<file path="src/design/pressure_temperature_compensation_core_defines.svh">
// Assertion macros shared by the compensation core.
// Needs clk and rst_n in the scope where a macro is used.
`ifndef PRESSURE_TEMPERATURE_COMPENSATION_CORE_DEFINES_SVH
`define PRESSURE_TEMPERATURE_COMPENSATION_CORE_DEFINES_SVH

// same-cycle implication
`define PTC_ASSERT_IMP(lbl, ante, cons, msg) \
    lbl: assert property (@(posedge clk) disable iff (!rst_n) (ante) |-> (cons)) else $error(msg);

// next-cycle implication
`define PTC_ASSERT_NXT(lbl, ante, cons, msg) \
    lbl: assert property (@(posedge clk) disable iff (!rst_n) (ante) |=> (cons)) else $error(msg);

`endif

</file>
<file path="src/design/ptc_pkg.sv">
// Shared constants, the pipeline context word and arithmetic helpers
// for the compensation core. No dependencies.
package ptc_pkg;

    localparam int DIV_W = 32;

    localparam logic [2:0] REG_CAL_A = 3'd0;
    localparam logic [2:0] REG_CAL_B = 3'd1;
    localparam logic [2:0] REG_CAL_C = 3'd2;
    localparam logic [2:0] REG_CAL_D = 3'd3;
    localparam logic [2:0] REG_OSS   = 3'd4;

    localparam logic [47:0] CAL_A_RST = 48'd1756636956625;
    localparam logic [47:0] CAL_B_RST = 48'd140623671024241;
    localparam logic [31:0] CAL_C_RST = 32'd405667844;
    localparam logic [31:0] CAL_D_RST = 32'd3724086068;

    localparam logic signed [31:0] TEMP_OFFSET = 32'sd4000;
    localparam logic signed [31:0] P_C1        = 32'sd3038;
    localparam logic signed [31:0] P_C2        = -32'sd7357;
    localparam logic signed [31:0] P_C3        = 32'sd3791;
    localparam logic [31:0]        B7_SCALE    = 32'd50000;
    localparam logic signed [31:0] B4_BIAS     = 32'sd32768;
    localparam logic [17:0]        PRESS_MAX   = 18'h3FFFF;

    typedef struct packed {
        logic [18:0]        up;
        logic signed [31:0] prod, x1t, b5, b6, m_sq, m_ac2, m_ac3, sq, x2a, x1c;
        logic signed [31:0] m_b2, m_b1, v, x3b, b3, u4, diffu, p, ps, psq, m2, m1;
        logic [31:0]        dvd, dvs, b4, b7;
        logic signed [15:0] temp;
        logic               negq, split, fault;
    } ptc_ctx_t;

    function automatic logic [31:0] mul_lo(input logic [31:0] a, input logic [31:0] b);
        logic [63:0] full;
        full = a * b;
        return full[31:0];
    endfunction

    function automatic logic [31:0] sx16(input logic [15:0] a);
        return {{16{a[15]}}, a};
    endfunction

endpackage

</file>
<file path="src/design/ptc_div.sv">
// Pipelined unsigned restoring divider, one quotient bit per stage.
// Depends on ptc_pkg.
module ptc_div
    import ptc_pkg::*;
(
    input  logic             clk,
    input  logic             rst_n,
    input  logic             en,
    input  logic             in_valid,
    input  logic [DIV_W-1:0] dividend,
    input  logic [DIV_W-1:0] divisor,
    output logic             out_valid,
    output logic [DIV_W-1:0] quotient
);

    logic [DIV_W-1:0] rem_reg [DIV_W];
    logic [DIV_W-1:0] quo_reg [DIV_W];
    logic [DIV_W-1:0] dvs_reg [DIV_W];
    logic [DIV_W-1:0] vld_reg;
    logic [DIV_W-1:0] rem_next [DIV_W];
    logic [DIV_W-1:0] quo_next [DIV_W];
    logic [DIV_W-1:0] dvs_next [DIV_W];
    logic [DIV_W-1:0] vld_next;

    always_comb
    begin
        logic [DIV_W:0]   sh;
        logic [DIV_W:0]   df;
        logic [DIV_W-1:0] r_in;
        logic [DIV_W-1:0] q_in;
        logic [DIV_W-1:0] d_in;
        logic             v_in;
        for (int i = 0; i < DIV_W; i++)
        begin
            if (i == 0)
            begin
                r_in = '0;
                q_in = dividend;
                d_in = divisor;
                v_in = in_valid;
            end
            else
            begin
                r_in = rem_reg[i-1];
                q_in = quo_reg[i-1];
                d_in = dvs_reg[i-1];
                v_in = vld_reg[i-1];
            end
            sh = {r_in, q_in[DIV_W-1]};
            df = sh - {1'b0, d_in};
            if (!df[DIV_W])
            begin
                rem_next[i] = df[DIV_W-1:0];
                quo_next[i] = {q_in[DIV_W-2:0], 1'b1};
            end
            else
            begin
                rem_next[i] = sh[DIV_W-1:0];
                quo_next[i] = {q_in[DIV_W-2:0], 1'b0};
            end
            dvs_next[i] = d_in;
            vld_next[i] = v_in;
        end
    end

    always_ff @(posedge clk or negedge rst_n)
    begin
        if (!rst_n)
            vld_reg <= '0;
        else if (en)
            vld_reg <= vld_next;
    end

    always_ff @(posedge clk)
    begin
        if (en)
        begin
            for (int i = 0; i < DIV_W; i++)
            begin
                rem_reg[i] <= rem_next[i];
                quo_reg[i] <= quo_next[i];
                dvs_reg[i] <= dvs_next[i];
            end
        end
    end

    assign out_valid = vld_reg[DIV_W-1];
    assign quotient  = quo_reg[DIV_W-1];

endmodule

</file>
<file path="config.mk">
export PLATFORM = sky130hd
export DESIGN_NAME = ptc_div
export DESIGN_NICKNAME = d
export VERILOG_FILES = /design/src/design/pressure_temperature_compensation_core_defines.svh /design/src/design/ptc_pkg.sv /design/src/design/ptc_div.sv
export SDC_FILE = /design/constraint.sdc
export NUM_CORES = 2
export LEC_CHECK = 0
export BUFFER_PORTS_ARGS = -buffer_cell sky130_fd_sc_hd__buf_2
export CORE_UTILIZATION = 60
export CTS_CLUSTER_DIAMETER = 200
export DETAILED_ROUTE_END_ITERATION = 16
export PLACE_DENSITY = 0.76
export SYNTH_ARGS = -nofsm -noshare
export SYNTH_HDL_FRONTEND = slang
export SYNTH_SLANG_ARGS = --single-unit
</file>
<file path="constraint.sdc">
create_clock -name clk -period 5.3 [get_ports clk]
set_clock_uncertainty 0.2 [all_clocks]
set_input_delay 1.06 -clock clk [delete_from_list [all_inputs] [get_ports clk]]
set_output_delay 1.06 -clock clk [all_outputs]
set_load 0.05 [all_outputs]
</file>
==> results.txt <==
Setup total negative slack on the finished layout was measured at 0 ns. The number of remaining DRC errors came out at 0. The number of I/O port buffers is 100.

The required time of the critical path came out at 5.72 ns. The placer congestion estimate came out at 0.952. The total power divided by cell area is between 600 and 700 nW/um2. Among all cell types in the netlist, the one instantiated most often is edfxtp_1.

The register with the most flip-flops in the layout has 1,024 of them. The run finished with clean final reports. The launching element type of the critical path is a flip-flop. The number of nets at the end of the flow came out at 13,700. The filler cell count is 18,700. The number of buffers on the longest clock path is 4.

The number of top-level pins came out at 101. The logic depth of the worst setup path including buffers is 13. Among all flip-flop cells after synthesis, the most frequent one is edfxtp_1.

The mean instance size in the synthesized netlist is 12.6 um2. The maximum clock rate came out at 205 MHz. Across every metal layer, demand over resource in global routing totals 25.7%.

The transition at the pin with the smallest max-transition slack is 1.05 ns. The detailed-route wire length per cell is between 20 and 25 um. The buffering stage count on the worst path with inverters included came out at 1.

The overall die area is 263,000 um2. The clock tree from TritonCTS is built. The area inside the core boundary came out at 259,000 um2. The horizontal die dimension came out at between 500 and 600 um.

In this run the worst hold path is classified as input port to flip-flop. The area added between synthesis and finish came out at 10.0%. The time the worst path needs with I/O delays and setup is 4.87 ns. The analysis attributes to cell leakage a power of approximately 70 nW. The iteration count of the initial detailed-routing pass is 9. The share of the clock period used by the worst path is ~92%. The later-pin clock latency in the skew report is about 0.93 ns.

The yosys synthesis warning count is 0. Data on the critical path arrives at its endpoint at 5.30 ns. The portion of the post-synthesis area used by sequential elements is 58.2%. Headroom to the max-slew limit came out at 27.9%. The max-slew violation count is 0. Detailed placement ended at an HPWL of 251,000 um. The CTS H-tree depth came out at 5.

The final antenna-violating net count is 0. The critical path is of the flip-flop to flip-flop type. The final-report hold violation count is 0. In this run the core area contains 187 standard-cell rows. The worst setup path is captured at a flip-flop.

The cell type of the slowest stage on the worst timing path is o311ai_1. The first global-routing pass estimated roughly 530,000 um of wire. The number of global-route vias before repair is slightly below 100k. The largest stage delay on the critical path came out at 0.47 ns. The initial antenna violation count is 10. The area of the mapped netlist came out at 157,000 um2. The worst setup path endpoint is rem_reg[1][301]. At the end of the flow the core is filled with cells to 66.4%.

The fraction of registers with async set or reset after synthesis is approximately 1.1%. The count of state elements after synthesis is 3,040. The critical-path maximum fanout came out at 33. The floorplan die height came out at just over 500 um. The area taken by flip-flops and latches is 91,100 um2. The aggregate routed wire length came out at 343,000 um. The number of gates resized after CTS was 0. The area used by multi-input combinational logic is 59,500 um2. The kind of cell adding the most delay to the critical path is compound AO/OA/AOI/OAI gates. The total power draw is 0.112 W. The number of flops mapped to enable cells by yosys is 3,008. The number of cells produced by synthesis came out at 12,400. Setup repair after global routing left no endpoint under its margin. The cell seen most often among critical-path stages is o21ai_1. The total of endpoints with negative setup slack in the final report came out at 0. Using the TritonRoute via totals, the vias-per-cell ratio works out to 6.00. The worst register-to-register path begins at dvs_reg[1][256].

The starting density of the core is between 60% and 70%. The total vias in the final route is ~98,000. The area fraction of the dominant cell type after synthesis came out at between 50% and 60%. The signal on the critical path passes through ha_1 > fa_1 > nor2b_1 > o31ai_1 > a2111oi_2 > o21ai_1 > o311ai_1 > a31oi_1 > o21ai_1 > nor4b_1 > a2111oi_4 > buf_4 > mux2_2. For the worst flop-to-flop path, the logic depth is 13. The number of max-cap violations is 0. The most critical setup path has its startpoint at dvs_reg[1][256]. In this run the critical register-to-register path is captured at rem_reg[1][301]. The total overflow left after global routing is 0.

The slack of the worst reg-to-reg path is between 0.4 and 0.5 ns. Clock tree synthesis found a total of 3,040 sinks. The biggest area contributor in the post-synthesis netlist is edfxtp_1. The number of clock buffers added by TritonCTS is 320. The worst ir drop on vdd is 0.658 mV. The tree is rooted in a clkbuf_16. The maximum number of pins on one net before global-route repair is 137. Ranked by total cell area, the synthesized netlist is headed by edfxtp_1 58%, ha_1 7.9%, mux2_2 5.2%. Clock-pin slew was measured on the worst setup and hold paths at ~0.06 ns. The share of cells above drive strength 1 is 12.2%.

Counting distinct cell types in the post-synthesis netlist gives 100. Ranked by instance count, the synthesized netlist is headed by 3,008 x edfxtp_1, 1,231 x inv_1, 993 x ha_1, 908 x a21oi_1, 717 x mux2_2. The number of violations reported at the end of detailed-routing iteration 0 came out at 7,806.
[metal layers]
| metal | vias to the layer above | track usage (%) | wire length (um) |
|---|---|---|---|
| met5 | - | 0 | 27 |
| met4 | 4 | 9.60 | 13500 |
| met3 | 777 | 3.09 | 15100 |
| met2 | 2610 | 44.9 | 171000 |
| met1 | 47700 | 32.6 | 143000 |
| li1 | 46700 | - | - |
[kinds of logic after synthesis]
group	Yosys count	share of synthesized area (%)
muxes	827	5.94
and+or+nand+nor	2119	6.60
other	1	0.00240
adders and majority gates	1023	8.32
AOI/OAI and AO/OA	3046	12.5
buffers and inverters	1600	4.01
DFF	3040	58.2
xor gates and xnor gates	793	4.44
[metrics by stage]
| step | area [um2] | setup slack, ns | hold slack, ns | cells |
|---|---|---|---|---|
| global placement | 161000 | 0.574 | 0.200 | 15700 |
| CTS | 172000 | 0.434 | 0.0363 | 16300 |
| global route | 172000 | 0.0893 | 0.0506 | 16300 |
| detailed placement | 161000 | 0.460 | 0.205 | 15700 |
| floorplan | 157000 | 1.27 | 0.200 | 12500 |
| finish | 172000 | 0.427 | 0.108 | 16300 |
[worst register-to-register path: cells and delay by family, from the launching register on]
| kind | cells | cell delay (ns) |
|---|---|---|
| multiplexers | 1 | 0.44 |
| adder cells (fa/ha/maj) | 2 | 0.67 |
| AO/OA/AOI/OAI | 7 | 2.11 |
| flip-flops | 1 | 0.39 |
| AND/OR/NAND/NOR | 2 | 0.33 |
| buffers and inverters | 1 | 0.46 |
[layout make-up]
| cell class | instances | area share [%] |
|---|---|---|
| sequential | 3040 | 52.9 |
| multi-input combinational | 7823 | 34.6 |
| clock buffer | 372 | 4.85 |
| inverter | 1232 | 2.69 |
| tap | 3402 | 2.47 |
| clock inverter | 210 | 1.41 |
| timing repair buffer | 222 | 1.11 |
| antenna | 3 | 0.00436 |
[where the power goes]
part | internal (W) | switching [W] | total, W
sequential | 0.0351 | 0.00394 | 0.0390
clock | 0.0133 | 0.00950 | 0.0228
combinational | 0.0235 | 0.0272 | 0.0507
[how the worst min path moves through the flow]
stage | from | end | slack (ns) | cells after the start
global route | dividend[10] | quo_reg[0][11] | 0.05 | 1
finish | dividend[28] | quo_reg[0][29] | 0.11 | 1
global placement | quo_reg[1][261] | quo_reg[1][294] | 0.20 | 0
CTS | dividend[13] | quo_reg[0][14] | 0.04 | 1
detailed placement | quo_reg[0][69] | quo_reg[0][102] | 0.20 | 0
floorplan | quo_reg[0][67] | quo_reg[0][100] | 0.20 | 0
[placed cells by master, fill, tap and decap left out, drive strengths merged, types with 197 or more instances in the layout]
master,instances
edfxtp,3008
inv,1244
ha,993
a21oi,908
mux2,746
o21ai,675
nand2,657
xnor2,517
a21o,486
nor2,462
clkbuf,372
xor2,276
buf,221
nand3,197
[repair_timing]
item	CTS	global route
hold buffers	1	0
buffers inserted	0	0
endpoints found under the hold margin	32	0
Power figures use the tool's default switching activity.
